`config.mk`:
```
export PLATFORM = sky130hd
export DESIGN_NAME = dle_stuffed_frame_receiver_top_flat
export DESIGN_NICKNAME = d
export VERILOG_FILES = /design/src/design/dsfr_pkg.sv /design/src/design/dsfr_channels.sv /design/src/design/dsfr_ram.sv /design/src/design/dsfr_front.sv /design/src/design/dsfr_cmd_fifo.sv /design/src/design/dsfr_back.sv /design/src/design/dle_stuffed_frame_receiver_top.sv /design/src/flat_wrapper.sv
export SDC_FILE = /design/constraint.sdc
export NUM_CORES = 1
export LEC_CHECK = 0
export ABC_AREA = 1
export BUFFER_PORTS_ARGS = -buffer_cell sky130_fd_sc_hd__buf_2
export CAP_MARGIN = 20
export CORE_ASPECT_RATIO = 1.2
export CORE_UTILIZATION = 56
export DETAILED_ROUTE_END_ITERATION = 10
export HOLD_SLACK_MARGIN = 0.15
export MAX_ROUTING_LAYER = met4
export PLACE_DENSITY = 0.72
export SYNTH_ARGS = -nofsm -noshare
export SYNTH_HDL_FRONTEND = slang
export SYNTH_SLANG_ARGS = --single-unit
```
`constraint.sdc`:
```
create_clock -name clock -period 5.1 [get_ports clock]
set_clock_uncertainty 0.2 [all_clocks]
set_input_delay 0.765 -clock clock [delete_from_list [all_inputs] [get_ports clock]]
set_output_delay 0.765 -clock clock [all_outputs]
set_load 0.01 [all_outputs]
```
`src/design/dsfr_pkg.sv`:
```
`timescale 1ns / 1ps
// ---------------------------------------------------------------------------
// dsfr_pkg - shared definitions for the DLE stuffed frame receiver
// Field widths, event codes, register indexes and the command item that
// travels from the front end to the delivery engine.
// ---------------------------------------------------------------------------
package dsfr_pkg;

   localparam int DATA_W          = 8;
   localparam int EVENT_W         = 2;
   localparam int LEN_W           = 7;
   localparam int CSR_IDX_W       = 2;
   localparam int FRAME_DEPTH_DEF = 64;
   localparam int CMDQ_DEPTH      = 2;

   localparam logic [DATA_W-1:0] LEAD_RST  = 8'd2;
   localparam logic [DATA_W-1:0] TRAIL_RST = 8'd3;
   localparam logic [DATA_W-1:0] ACK_RST   = 8'd6;
   localparam logic [DATA_W-1:0] ESC_RST   = 8'd16;

   typedef enum logic [EVENT_W-1:0] {
      EV_DATA  = 2'd0,
      EV_EMPTY = 2'd1,
      EV_ACK   = 2'd2
   } event_type;

   typedef enum logic [CSR_IDX_W-1:0] {
      CSR_LEAD  = 2'd0,
      CSR_TRAIL = 2'd1,
      CSR_ACK   = 2'd2,
      CSR_ESC   = 2'd3
   } csr_index_type;

   typedef enum logic {
      CMD_FRAME = 1'b0,
      CMD_ACK   = 1'b1
   } cmd_kind_type;

   typedef struct packed {
      cmd_kind_type      kind;
      logic [LEN_W-1:0]  len;
      logic              ovf;
   } cmd_type;

endpackage

```
`src/design/dsfr_channels.sv`:
```
`timescale 1ns / 1ps
// ---------------------------------------------------------------------------
// dsfr channels - valid/ready interfaces for received bytes and results
// One interface per channel, each with a source and a sink modport.
// ---------------------------------------------------------------------------
interface dsfr_req_if;
   import dsfr_pkg::*;

   logic              valid;
   logic              ready;
   logic [DATA_W-1:0] rx_byte;

   modport source (output valid, output rx_byte, input ready);
   modport sink   (input valid, input rx_byte, output ready);
endinterface

interface dsfr_rsp_if;
   import dsfr_pkg::*;

   logic               valid;
   logic               ready;
   logic [EVENT_W-1:0] event_res;
   logic [DATA_W-1:0]  data_byte;
   logic [LEN_W-1:0]   frame_length;
   logic               overflow;
   logic               last;

   modport source (output valid, output event_res, output data_byte,
                   output frame_length, output overflow, output last, input ready);
   modport sink   (input valid, input event_res, input data_byte,
                   input frame_length, input overflow, input last, output ready);
endinterface

```
`src/design/dsfr_ram.sv`:
```
`timescale 1ns / 1ps
// ---------------------------------------------------------------------------
// dsfr_ram - generic single write, single read RAM
// One write port, one read port with registered read data.
// ---------------------------------------------------------------------------
module dsfr_ram #(
   parameter int WIDTH = 8,
   parameter int DEPTH = 64
) (
   input  logic                     clock,
   input  logic                     wr_en,
   input  logic [$clog2(DEPTH)-1:0] wr_addr,
   input  logic [WIDTH-1:0]         wr_data,
   input  logic                     rd_en,
   input  logic [$clog2(DEPTH)-1:0] rd_addr,
   output logic [WIDTH-1:0]         rd_data
);

   logic [WIDTH-1:0] mem_ff [DEPTH];
   logic [WIDTH-1:0] rd_data_ff;

   always_ff @(posedge clock) begin
      if (wr_en) begin
         mem_ff[wr_addr] <= wr_data;
      end
      if (rd_en) begin
         rd_data_ff <= mem_ff[rd_addr];
      end
   end

   assign rd_data = rd_data_ff;

endmodule

```
`src/design/dsfr_front.sv`:
```
`timescale 1ns / 1ps
// ---------------------------------------------------------------------------
// dsfr_front - byte classifier and frame store writer
// Holds the flag registers, the escape state, fill count and overflow flag.
// Stores data bytes and posts deliver / ack commands to the queue.
// ---------------------------------------------------------------------------
module dsfr_front #(
   parameter int FRAME_DEPTH = dsfr_pkg::FRAME_DEPTH_DEF
) (
   input  logic                           clock,
   input  logic                           reset,
   dsfr_req_if.sink                       req,
   input  logic                           csr_we,
   input  logic [dsfr_pkg::CSR_IDX_W-1:0] csr_index,
   input  logic [dsfr_pkg::DATA_W-1:0]    csr_wdata,
   input  logic                           q_full,
   input  logic                           deliver_busy,
   output logic                           push,
   output dsfr_pkg::cmd_type              push_cmd,
   output logic                           wr_en,
   output logic [$clog2(FRAME_DEPTH)-1:0] wr_addr,
   output logic [dsfr_pkg::DATA_W-1:0]    wr_data
);
   import dsfr_pkg::*;

   localparam int CNT_W  = $clog2(FRAME_DEPTH + 1);
   localparam int ADDR_W = $clog2(FRAME_DEPTH);

   logic [DATA_W-1:0] lead_ff,  lead_in;
   logic [DATA_W-1:0] trail_ff, trail_in;
   logic [DATA_W-1:0] ack_ff,   ack_in;
   logic [DATA_W-1:0] esc_ff,   esc_in;
   logic [CNT_W-1:0]  fill_ff,  fill_in;
   logic              pend_ff,  pend_in;
   logic              ovf_ff,   ovf_in;

   logic is_lead, is_trail, is_ack, is_esc, is_store;
   logic room, need_q, need_wr, accept;

   // priority: leading, trailing, ack, escape; an escaped byte is always data
   always_comb begin
      is_lead  = !pend_ff && (req.rx_byte == lead_ff);
      is_trail = !pend_ff && !is_lead && (req.rx_byte == trail_ff);
      is_ack   = !pend_ff && !is_lead && !is_trail && (req.rx_byte == ack_ff);
      is_esc   = !pend_ff && !is_lead && !is_trail && !is_ack && (req.rx_byte == esc_ff);
      is_store = !is_lead && !is_trail && !is_ack && !is_esc;
   end

   assign room    = (fill_ff != CNT_W'(FRAME_DEPTH));
   assign need_q  = is_trail || is_ack;
   assign need_wr = is_store && room;

   // store writes wait until no delivery is queued or running
   assign req.ready = !(need_q && q_full) && !(need_wr && deliver_busy);
   assign accept    = req.valid && req.ready;

   assign push          = accept && need_q;
   assign push_cmd.kind = is_ack ? CMD_ACK : CMD_FRAME;
   assign push_cmd.len  = LEN_W'(fill_ff);
   assign push_cmd.ovf  = ovf_ff;

   assign wr_en   = accept && need_wr;
   assign wr_addr = fill_ff[ADDR_W-1:0];
   assign wr_data = req.rx_byte;

   always_comb begin
      lead_in  = lead_ff;
      trail_in = trail_ff;
      ack_in   = ack_ff;
      esc_in   = esc_ff;
      if (csr_we) begin
         case (csr_index)
            CSR_LEAD:  lead_in  = csr_wdata;
            CSR_TRAIL: trail_in = csr_wdata;
            CSR_ACK:   ack_in   = csr_wdata;
            CSR_ESC:   esc_in   = csr_wdata;
            default:   ;
         endcase
      end
   end

   always_comb begin
      fill_in = fill_ff;
      pend_in = pend_ff;
      ovf_in  = ovf_ff;
      if (accept) begin
         pend_in = is_esc;
         if (is_lead) begin
            fill_in = '0;
            ovf_in  = 1'b0;
         end else if (is_store) begin
            if (room) begin
               fill_in = fill_ff + CNT_W'(1);
            end else begin
               ovf_in = 1'b1;
            end
         end
      end
   end

   always_ff @(posedge clock) begin
      if (reset) begin
         lead_ff  <= LEAD_RST;
         trail_ff <= TRAIL_RST;
         ack_ff   <= ACK_RST;
         esc_ff   <= ESC_RST;
         fill_ff  <= '0;
         pend_ff  <= 1'b0;
         ovf_ff   <= 1'b0;
      end else begin
         lead_ff  <= lead_in;
         trail_ff <= trail_in;
         ack_ff   <= ack_in;
         esc_ff   <= esc_in;
         fill_ff  <= fill_in;
         pend_ff  <= pend_in;
         ovf_ff   <= ovf_in;
      end
   end

   // fill count never passes the store depth
   a_fill_range: assert property (@(posedge clock) disable iff (reset)
      fill_ff <= CNT_W'(FRAME_DEPTH))
      else $error("fill count beyond frame depth");

endmodule

```
`src/design/dsfr_cmd_fifo.sv`:
```
`timescale 1ns / 1ps
// ---------------------------------------------------------------------------
// dsfr_cmd_fifo - short command queue between front end and delivery engine
// ---------------------------------------------------------------------------
module dsfr_cmd_fifo (
   input  logic              clock,
   input  logic              reset,
   input  logic              push,
   input  dsfr_pkg::cmd_type push_cmd,
   output logic              full,
   input  logic              pop,
   output dsfr_pkg::cmd_type pop_cmd,
   output logic              empty
);
   import dsfr_pkg::*;

   localparam int PTR_W = (CMDQ_DEPTH > 1) ? $clog2(CMDQ_DEPTH) : 1;
   localparam int CNT_W = $clog2(CMDQ_DEPTH + 1);

   cmd_type          mem_ff [CMDQ_DEPTH];
   logic [PTR_W-1:0] wptr_ff, wptr_in;
   logic [PTR_W-1:0] rptr_ff, rptr_in;
   logic [CNT_W-1:0] cnt_ff,  cnt_in;

   function automatic logic [PTR_W-1:0] ptr_next(input logic [PTR_W-1:0] p);
      logic [PTR_W-1:0] r;
      r = (p == PTR_W'(CMDQ_DEPTH - 1)) ? '0 : p + PTR_W'(1);
      return r;
   endfunction

   assign full    = (cnt_ff == CNT_W'(CMDQ_DEPTH));
   assign empty   = (cnt_ff == '0);
   assign pop_cmd = mem_ff[rptr_ff];

   always_comb begin
      wptr_in = push ? ptr_next(wptr_ff) : wptr_ff;
      rptr_in = pop  ? ptr_next(rptr_ff) : rptr_ff;
      cnt_in  = cnt_ff;
      if (push && !pop) begin
         cnt_in = cnt_ff + CNT_W'(1);
      end else if (pop && !push) begin
         cnt_in = cnt_ff - CNT_W'(1);
      end
   end

   always_ff @(posedge clock) begin
      if (push) begin
         mem_ff[wptr_ff] <= push_cmd;
      end
   end

   always_ff @(posedge clock) begin
      if (reset) begin
         wptr_ff <= '0;
         rptr_ff <= '0;
         cnt_ff  <= '0;
      end else begin
         wptr_ff <= wptr_in;
         rptr_ff <= rptr_in;
         cnt_ff  <= cnt_in;
      end
   end

   a_no_overrun: assert property (@(posedge clock) disable iff (reset)
      push |-> !full)
      else $error("command pushed into full queue");

   a_no_underrun: assert property (@(posedge clock) disable iff (reset)
      pop |-> !empty)
      else $error("command popped from empty queue");

endmodule

```
`src/design/dsfr_back.sv`:
```
`timescale 1ns / 1ps
// ---------------------------------------------------------------------------
// dsfr_back - delivery engine
// Pops commands, walks the frame store for a deliver and drives the result
// channel from an output register.
// ---------------------------------------------------------------------------
module dsfr_back #(
   parameter int FRAME_DEPTH = dsfr_pkg::FRAME_DEPTH_DEF
) (
   input  logic                           clock,
   input  logic                           reset,
   input  logic                           q_empty,
   input  dsfr_pkg::cmd_type              q_cmd,
   output logic                           pop,
   output logic                           busy,
   output logic                           rd_en,
   output logic [$clog2(FRAME_DEPTH)-1:0] rd_addr,
   input  logic [dsfr_pkg::DATA_W-1:0]    rd_data,
   dsfr_rsp_if.source                     rsp
);
   import dsfr_pkg::*;

   localparam int CNT_W  = $clog2(FRAME_DEPTH + 1);
   localparam int ADDR_W = $clog2(FRAME_DEPTH);

   typedef enum logic [1:0] {
      ST_IDLE = 2'b01,
      ST_WALK = 2'b10
   } back_state_type;

   back_state_type    state_ff, state_in;
   logic [CNT_W-1:0]  idx_ff,   idx_in;
   logic [CNT_W-1:0]  len_ff,   len_in;
   logic              fovf_ff,  fovf_in;
   logic              rpend_ff, rpend_in;
   logic              rlast_ff, rlast_in;

   logic              ovld_ff,  ovld_in;
   event_type         oev_ff,   oev_in;
   logic [DATA_W-1:0] odata_ff, odata_in;
   logic [LEN_W-1:0]  olen_ff,  olen_in;
   logic              oovf_ff,  oovf_in;
   logic              olast_ff, olast_in;

   logic out_free, load, issue;

   assign out_free = !ovld_ff || rsp.ready;
   assign busy     = (state_ff != ST_IDLE);
   assign pop      = (state_ff == ST_IDLE) && !q_empty && out_free;
   assign issue    = (state_ff == ST_WALK) && !rpend_ff && out_free && (idx_ff != len_ff);
   assign rd_en    = issue;
   assign rd_addr  = idx_ff[ADDR_W-1:0];

   always_comb begin
      state_in = state_ff;
      idx_in   = idx_ff;
      len_in   = len_ff;
      fovf_in  = fovf_ff;
      rpend_in = issue;
      rlast_in = rlast_ff;
      load     = 1'b0;
      oev_in   = oev_ff;
      odata_in = odata_ff;
      olen_in  = olen_ff;
      oovf_in  = oovf_ff;
      olast_in = olast_ff;
      case (state_ff)
         ST_IDLE: begin
            if (pop) begin
               if (q_cmd.kind == CMD_ACK) begin
                  load     = 1'b1;
                  oev_in   = EV_ACK;
                  odata_in = '0;
                  olen_in  = '0;
                  oovf_in  = 1'b0;
                  olast_in = 1'b1;
               end else if (q_cmd.len == '0) begin
                  load     = 1'b1;
                  oev_in   = EV_EMPTY;
                  odata_in = '0;
                  olen_in  = '0;
                  oovf_in  = q_cmd.ovf;
                  olast_in = 1'b1;
               end else begin
                  idx_in   = '0;
                  len_in   = q_cmd.len[CNT_W-1:0];
                  fovf_in  = q_cmd.ovf;
                  state_in = ST_WALK;
               end
            end
         end
         ST_WALK: begin
            if (issue) begin
               idx_in   = idx_ff + CNT_W'(1);
               rlast_in = ((idx_ff + CNT_W'(1)) == len_ff);
            end
            // read data lands in the cycle after issue; the output slot is free then
            if (rpend_ff) begin
               load     = 1'b1;
               oev_in   = EV_DATA;
               odata_in = rd_data;
               olen_in  = LEN_W'(len_ff);
               oovf_in  = fovf_ff;
               olast_in = rlast_ff;
               if (rlast_ff) begin
                  state_in = ST_IDLE;
               end
            end
         end
         default: state_in = ST_IDLE;
      endcase

      if (load) begin
         ovld_in = 1'b1;
      end else if (rsp.ready) begin
         ovld_in = 1'b0;
      end else begin
         ovld_in = ovld_ff;
      end
   end

   always_ff @(posedge clock) begin
      if (reset) begin
         state_ff <= ST_IDLE;
         rpend_ff <= 1'b0;
         ovld_ff  <= 1'b0;
      end else begin
         state_ff <= state_in;
         rpend_ff <= rpend_in;
         ovld_ff  <= ovld_in;
      end
   end

   always_ff @(posedge clock) begin
      idx_ff   <= idx_in;
      len_ff   <= len_in;
      fovf_ff  <= fovf_in;
      rlast_ff <= rlast_in;
      oev_ff   <= oev_in;
      odata_ff <= odata_in;
      olen_ff  <= olen_in;
      oovf_ff  <= oovf_in;
      olast_ff <= olast_in;
   end

   assign rsp.valid        = ovld_ff;
   assign rsp.event_res    = oev_ff;
   assign rsp.data_byte    = odata_ff;
   assign rsp.frame_length = olen_ff;
   assign rsp.overflow     = oovf_ff;
   assign rsp.last         = olast_ff;

   // a read is only issued into an empty output slot
   a_slot_free: assert property (@(posedge clock) disable iff (reset)
      rpend_ff |-> !ovld_ff)
      else $error("store read lands on an occupied output register");

   a_walk_bound: assert property (@(posedge clock) disable iff (reset)
      (state_ff == ST_WALK) |-> (idx_ff <= len_ff))
      else $error("walk index passed frame length");

endmodule

```
`src/design/dle_stuffed_frame_receiver_top.sv`:
```
`timescale 1ns / 1ps
// ---------------------------------------------------------------------------
// dle_stuffed_frame_receiver_top - DLE byte stuffing deframer
// Receives serial bytes, strips escapes, stores frame bytes and replays the
// stored frame as a run of result items on a trailing flag.
// ---------------------------------------------------------------------------
//
//   channel   dir   handshake          payload
//   req_ch    in    valid / ready      rx_byte
//   rsp_ch    out   valid / ready      event_res, data_byte, frame_length,
//                                      overflow, last
//   csr_*     in    csr_we (no wait)   csr_index, csr_wdata
//
// Flow: a trailing flag queues a delivery; the engine walks the frame store
// through its one read port and issues the next read only once the data of
// the last one is in the output register. Ack and empty-frame events go
// straight from the queued command into the output register.
// Stalls: bytes that go into the store are held off while a delivery is
// queued or running, since the walk reads the same store; flags and acks
// keep flowing until the two-entry command queue fills.
// Reset: synchronous; clears the counters, flags, queue and output valid and
// loads the default flag values. The store needs no clearing pass, only
// entries below the fill count are ever read.
// ---------------------------------------------------------------------------
module dle_stuffed_frame_receiver_top #(
   parameter int FRAME_DEPTH = dsfr_pkg::FRAME_DEPTH_DEF
) (
   input  logic                           clock,
   input  logic                           reset,
   dsfr_req_if.sink                       req_ch,
   dsfr_rsp_if.source                     rsp_ch,
   input  logic                           csr_we,
   input  logic [dsfr_pkg::CSR_IDX_W-1:0] csr_index,
   input  logic [dsfr_pkg::DATA_W-1:0]    csr_wdata
);
   import dsfr_pkg::*;

   localparam int ADDR_W = $clog2(FRAME_DEPTH);

   logic              push, q_full, q_empty, pop, busy, deliver_busy;
   cmd_type           push_cmd, pop_cmd;
   logic              wr_en, rd_en;
   logic [ADDR_W-1:0] wr_addr, rd_addr;
   logic [DATA_W-1:0] wr_data, rd_data;

   // anything queued or in flight may read the store
   assign deliver_busy = !q_empty || busy;

   dsfr_front #(.FRAME_DEPTH(FRAME_DEPTH)) u_front (
      .clock        (clock),
      .reset        (reset),
      .req          (req_ch),
      .csr_we       (csr_we),
      .csr_index    (csr_index),
      .csr_wdata    (csr_wdata),
      .q_full       (q_full),
      .deliver_busy (deliver_busy),
      .push         (push),
      .push_cmd     (push_cmd),
      .wr_en        (wr_en),
      .wr_addr      (wr_addr),
      .wr_data      (wr_data)
   );

   dsfr_cmd_fifo u_cmdq (
      .clock    (clock),
      .reset    (reset),
      .push     (push),
      .push_cmd (push_cmd),
      .full     (q_full),
      .pop      (pop),
      .pop_cmd  (pop_cmd),
      .empty    (q_empty)
   );

   dsfr_ram #(.WIDTH(DATA_W), .DEPTH(FRAME_DEPTH)) u_store (
      .clock   (clock),
      .wr_en   (wr_en),
      .wr_addr (wr_addr),
      .wr_data (wr_data),
      .rd_en   (rd_en),
      .rd_addr (rd_addr),
      .rd_data (rd_data)
   );

   dsfr_back #(.FRAME_DEPTH(FRAME_DEPTH)) u_back (
      .clock   (clock),
      .reset   (reset),
      .q_empty (q_empty),
      .q_cmd   (pop_cmd),
      .pop     (pop),
      .busy    (busy),
      .rd_en   (rd_en),
      .rd_addr (rd_addr),
      .rd_data (rd_data),
      .rsp     (rsp_ch)
   );

   // the store is never written while a delivery could be reading it
   a_store_guard: assert property (@(posedge clock) disable iff (reset)
      wr_en |-> !deliver_busy)
      else $error("frame store written during delivery");

endmodule

```
`src/flat_wrapper.sv`:
```
// flat-port wrapper written by rule: the top's interface ports become plain ports
module dle_stuffed_frame_receiver_top_flat import dsfr_pkg::*;
#(
   parameter int FRAME_DEPTH = dsfr_pkg::FRAME_DEPTH_DEF
)
  (clock, reset, csr_we, csr_index, csr_wdata, req_ch_valid, req_ch_rx_byte, req_ch_ready, rsp_ch_valid, rsp_ch_event_res, rsp_ch_data_byte, rsp_ch_frame_length, rsp_ch_overflow, rsp_ch_last, rsp_ch_ready);
  dsfr_req_if req_ch_i ();
  dsfr_rsp_if rsp_ch_i ();
  input  logic clock;
  input  logic reset;
  input  logic csr_we;
  input  logic [dsfr_pkg::CSR_IDX_W-1:0] csr_index;
  input  logic [dsfr_pkg::DATA_W-1:0] csr_wdata;
  input wire logic [$bits(req_ch_i.valid)-1:0] req_ch_valid;
  input wire logic [$bits(req_ch_i.rx_byte)-1:0] req_ch_rx_byte;
  output wire logic [$bits(req_ch_i.ready)-1:0] req_ch_ready;
  output wire logic [$bits(rsp_ch_i.valid)-1:0] rsp_ch_valid;
  output wire logic [$bits(rsp_ch_i.event_res)-1:0] rsp_ch_event_res;
  output wire logic [$bits(rsp_ch_i.data_byte)-1:0] rsp_ch_data_byte;
  output wire logic [$bits(rsp_ch_i.frame_length)-1:0] rsp_ch_frame_length;
  output wire logic [$bits(rsp_ch_i.overflow)-1:0] rsp_ch_overflow;
  output wire logic [$bits(rsp_ch_i.last)-1:0] rsp_ch_last;
  input wire logic [$bits(rsp_ch_i.ready)-1:0] rsp_ch_ready;
  assign req_ch_i.valid = req_ch_valid;
  assign req_ch_i.rx_byte = req_ch_rx_byte;
  assign req_ch_ready = req_ch_i.ready;
  assign rsp_ch_valid = rsp_ch_i.valid;
  assign rsp_ch_event_res = rsp_ch_i.event_res;
  assign rsp_ch_data_byte = rsp_ch_i.data_byte;
  assign rsp_ch_frame_length = rsp_ch_i.frame_length;
  assign rsp_ch_overflow = rsp_ch_i.overflow;
  assign rsp_ch_last = rsp_ch_i.last;
  assign rsp_ch_i.ready = rsp_ch_ready;
  dle_stuffed_frame_receiver_top #(.FRAME_DEPTH(FRAME_DEPTH)) u_core (.clock(clock), .reset(reset), .req_ch(req_ch_i), .rsp_ch(rsp_ch_i), .csr_we(csr_we), .csr_index(csr_index), .csr_wdata(csr_wdata));
endmodule
```
==> tab_implementation.tex <==
\begin{tabular}{lr}
\hline
Metric & Value \\
\hline
\multicolumn{2}{l}{\textbf{Floorplan}} \\
\quad Num rows & 85 \\
\quad Effective utilization at floorplan & 0.567 \\
\quad Area enclosed by the die boundary & approximately 46,000 um2 \\
\quad Horizontal die dimension & just under 200 um \\
\quad Ports & 44 \\
\quad Vertical die dimension & 235 um \\
\quad Core area & between 40,000 and 50,000 um2 \\
\multicolumn{2}{l}{\textbf{Global route}} \\
\quad Maximum number of pins on one net before global-route repair & 166 \\
\quad Number of antenna violations at the first check in global routing & 1 \\
\quad Wire length of the first global-routing pass & roughly 99,000 um \\
\quad Aggregate global-route resource usage & 0.298 \\
\quad Number of global-route vias before repair & between 15,000 and 20,000 \\
\quad Grt total ovfl & 0 \\
\multicolumn{2}{l}{\textbf{Setup path}} \\
\quad Critical path's slowest cell & dfxtp\_1 \\
\quad Most used cell along the critical path & inv\_1 \\
\quad Largest stage delay on the critical path & 0.49 ns \\
\quad Maximum fanout along the worst path & 10 \\
\quad Setup crit end kind & output port \\
\quad Setup CP Type & reg2out \\
\quad Chain of cells forming the critical path & inv\_1 -> ha\_1 -> inv\_1 -> nor4\_2 -> inv\_1 -> nand4\_1 -> and2\_1 -> buf\_2 \\
\quad Crit path DAT & around 2.7 ns \\
\quad Required time at the worst-slack endpoint & between 4 and 5 ns \\
\quad Kind of start point of the critical path & register \\
\multicolumn{2}{l}{\textbf{Job}} \\
\quad Max-cap violations & 0 \\
\multicolumn{2}{l}{\textbf{Timing}} \\
\quad Endpoints failing hold & 0 \\
\quad Time the worst path needs with I/O delays and setup & between 3 and 4 ns \\
\quad Timing-limited maximum frequency & 274 MHz \\
\quad Hold slack & 0.233 ns \\
\quad Actual transition at the worst max-transition pin & 1.12 ns \\
\quad RSZ-0062 raised after global routing & no \\
\quad Total Neg Setup Slack & 0 ns \\
\quad Final setup violating endpoints & 0 \\
\quad Slew Limit Fails & 0 \\
\quad Remaining max-slew budget at the tightest pin & 0.252 \\
\quad Period Utilization, post-route & 0.715 \\
\multicolumn{2}{l}{\textbf{Clock network}} \\
\quad Worst-skew pair later-pin latency & $\sim$0.61 ns \\
\quad Clock root buffer & clkbuf\_16 \\
\quad Number of buffers inserted by hold repair at cts & 0 \\
\quad CTS clock-pin slew for the worst setup and hold paths & around 0.06 ns \\
\quad Maximum level of the CTS H-tree & 2 \\
\quad Clock sink count & 623 \\
\quad Buffer count from post-CTS setup fixing & 0 \\
\quad Number of instances resized during post-cts repair & 0 \\
\quad Clock tree from TritonCTS & yes \\
\quad CTS buffer count & 57 \\
\quad Deepest clock path buffer count & 3 \\
\multicolumn{2}{l}{\textbf{Place}} \\
\quad Post-detailed-placement half-perimeter wirelength & roughly 41,000 um \\
\quad Weighted congestion reported at the end of routability-driven placement & a little under 1 \\
\quad Quantity of I/O buffers inserted on ports & 43 \\
\multicolumn{2}{l}{\textbf{Logic synthesis}} \\
\quad Total nets after synthesis & roughly 2,200 \\
\quad Compound-gate portion of the synthesized area & 0.125 \\
\quad Synth Register Bits & 623 \\
\quad Adder-cell share of the synthesized area & 0.00296 \\
\quad Yosys warns & 0 \\
\quad Main flop type after synthesis & edfxtp\_1 \\
\quad Proportion of register bits with asynchronous set or reset after synthesis & 0 \\
\quad Seq/Total Area, Yosys & 0.718 \\
\quad Number of flops mapped to enable cells by yosys & around 570 \\
\quad Main combinational cell family by area after synthesis & compound AO/OA/AOI/OAI gates \\
\quad Area of the mapped netlist & 25,400 um2 \\
\quad Cell count after synthesis & around 2,100 \\
\quad Number of distinct library cell variants in the gate-level netlist after synthesis & between 40 and 50 \\
\quad Simple-gate share of the synthesized area & 0.109 \\
\quad Xor and xnor area share after synthesis & 0.00932 \\
\quad Share of synthesized area spent on multiplexers & 0.00212 \\
\quad Mean instance size in the synthesized netlist & approximately 12 um2 \\
\multicolumn{2}{l}{\textbf{Pwr}} \\
\quad Internal power & about 9.3 mW \\
\quad Psw & approximately 4.5 mW \\
\quad Part of the total power dissipated in the clock network & 0.315 \\
\quad Power share of the combinational group & 0.246 \\
\quad Sequential cell fraction of total power & 0.439 \\
\quad Power density cells & between 400 and 500 nW/um2 \\
\quad Switching share of power & 0.326 \\
\quad Max IR drop VDD & around 0.33 mV \\
\quad Leakage Power & 9.42 nW \\
\multicolumn{2}{l}{\textbf{Finish}} \\
\quad Footprint of the multi-input gates & approximately 6300 um2 \\
\quad \# nets final & roughly 2,200 \\
\quad Antenna Diode Count & 0 \\
\quad Signed area change from the synthesized netlist to the final layout & 10.5\% \\
\quad Final core utilization & 0.626 \\
\quad Proportion of layout cells with a drive suffix above 1 & 0.0918 \\
\quad Most common cell after layout, fill and taps aside & edfxtp\_1 \\
\quad Fill cell count & 3,399 \\
\quad Leading cell types in the layout, fill and taps excluded & 573 x edfxtp\_1, 469 x nor2\_1, 357 x o21ai\_0, 136 x o22ai\_1, 133 x nand2\_1 \\
\quad FF/Latch Area & around 18,000 um2 \\
\multicolumn{2}{l}{\textbf{Route}} \\
\quad Via count of the routed design & 17,000 \\
\quad Initial detailed-routing violation count & between 1,500 and 2,000 \\
\quad DR DRC count & 0 \\
\quad WL per Instance & about 24 um \\
\quad Post-route antenna net violation count & 0 \\
\quad Drt first pass iters & 6 \\
\quad Routed WL & approximately 66,000 um \\
\quad Via-per-instance ratio & a little over 6 \\
\multicolumn{2}{l}{\textbf{Worst hold path}} \\
\quad Class of the worst hold path & in2reg \\
\multicolumn{2}{l}{\textbf{Outcome}} \\
\quad Run status & complete, no violations \\
\hline
\end{tabular}
-- state kept, by name (all words and copies together), names as in the netlist, 2 cells and up, named ones only --
register / cells
u_core.u_back.rsp.frame_length: 7
u_core.u_front.lead_ff: 8
u_core.u_back.state_ff: 2
u_core.u_cmdq.mem_ff: 18
u_core.u_store.rd_data: 8
u_core.u_front.trail_ff: 8
u_core.u_store.mem_ff: 512
u_core.u_front.ack_ff: 8
u_core.u_back.rsp.data_byte: 8
u_core.u_cmdq.cnt_ff: 2
u_core.u_front.fill_ff: 7
u_core.u_back.idx_ff: 7
u_core.u_back.len_ff: 7
u_core.u_back.rsp.event_res: 2
u_core.u_front.esc_ff: 8
-- stage by stage --
step / instance area (um2) / instances / setup WS (ns) / power, mW
finish: 28000 / 2788 / 1.45 / 13.8
detailed placement: 26100 / 2680 / 1.04 / 9.49
global placement: 26100 / 2680 / 1.10 / 9.45
floorplan: 25400 / 2125 / 2.04 / 8.28
CTS: 28000 / 2787 / 1.40 / 13.8
global route: 28000 / 2788 / 1.21 / 14.3
-- power by group through the flow --
stage / logic (mW) / clock network (mW) / registers, mW
floorplan: 2.20 / 0 / 6.08
global placement: 3.29 / 0 / 6.16
detailed placement: 3.33 / 0 / 6.16
CTS: 3.35 / 4.38 / 6.05
global route: 3.67 / 4.57 / 6.07
finish: 3.40 / 4.34 / 6.06
-- cell usage after synthesis, types with 4 or more instances --
| cell type | number | share of area |
|---|---|---|
| a21oi_1 | 31 | 0.0061 |
| buf_2 | 20 | 0.0039 |
| clkbuf_1 | 102 | 0.015 |
| dfxtp_1 | 50 | 0.039 |
| edfxtp_1 | 573 | 0.68 |
| ha_1 | 6 | 0.0030 |
| inv_1 | 89 | 0.013 |
| inv_2 | 6 | 0.00089 |
| nand2_1 | 133 | 0.020 |
| nand2_2 | 11 | 0.0027 |
| nand3_1 | 25 | 0.0049 |
| nand3_4 | 5 | 0.0035 |
| nand4_1 | 5 | 0.0012 |
| nor2_1 | 469 | 0.069 |
| nor3_1 | 8 | 0.0016 |
| o211ai_1 | 13 | 0.0038 |
| o21ai_0 | 357 | 0.070 |
| o221ai_1 | 19 | 0.0066 |
| o22ai_1 | 136 | 0.034 |
| o311ai_0 | 4 | 0.0014 |
| or2_2 | 4 | 0.00099 |
| xnor2_1 | 21 | 0.0072 |
| xor2_1 | 6 | 0.0021 |
-- critical path, delay by kind of cell, from the launching register on --
family / cells / cell delay, ns
DFF: 1 / 0.49
and+or+nand+nor: 3 / 0.78
adders and majority gates: 1 / 0.18
buffers and inverters: 4 / 0.62
-- path summary, 6_finish.rpt --
kind | depth (start not counted) | from | slack [ns] | endpoint
worst max register to register | 8 | u_core.u_back.state_ff[0] | 1.49 | u_core.u_back.idx_ff[3]
worst min register to register | 2 | u_core.u_front.lead_ff[5] | 0.27 | u_core.u_front.lead_ff[5]
worst min-delay path | 2 | reset | 0.23 | u_core.u_back.state_ff[1]
worst max-delay path | 8 | u_core.u_front.fill_ff[1] | 1.45 | req_ch_ready
-- per-layer routing --
layer	track usage	share of wire	vias to the layer above
li1	-	-	7677
met1	0.379	0.38	8308
met2	0.477	0.49	885
met3	0.0428	0.082	165
met4	0.135	0.046	0
met5	-	0	-
-- layout make-up --
type | count | share of cell area
clock buffer | 79 | 0.0590
clock inverter | 28 | 0.00973
inverter | 98 | 0.0133
multi-input combinational | 1281 | 0.225
sequential | 623 | 0.650
tap | 609 | 0.0272
timing repair buffer | 70 | 0.0161
-- cells by family (layout without fill, tap and decap cells) --
kind of cell	count (synthesis)	count (layout)
AO/OA/AOI/OAI	571	571
XOR/XNOR	27	27
adder cells (fa/ha/maj)	6	6
buffers and inverters	221	275
flip-flops	623	623
multiplexers	5	5
AND/OR/NAND/NOR	672	672
Power figures use the tool's default switching activity.
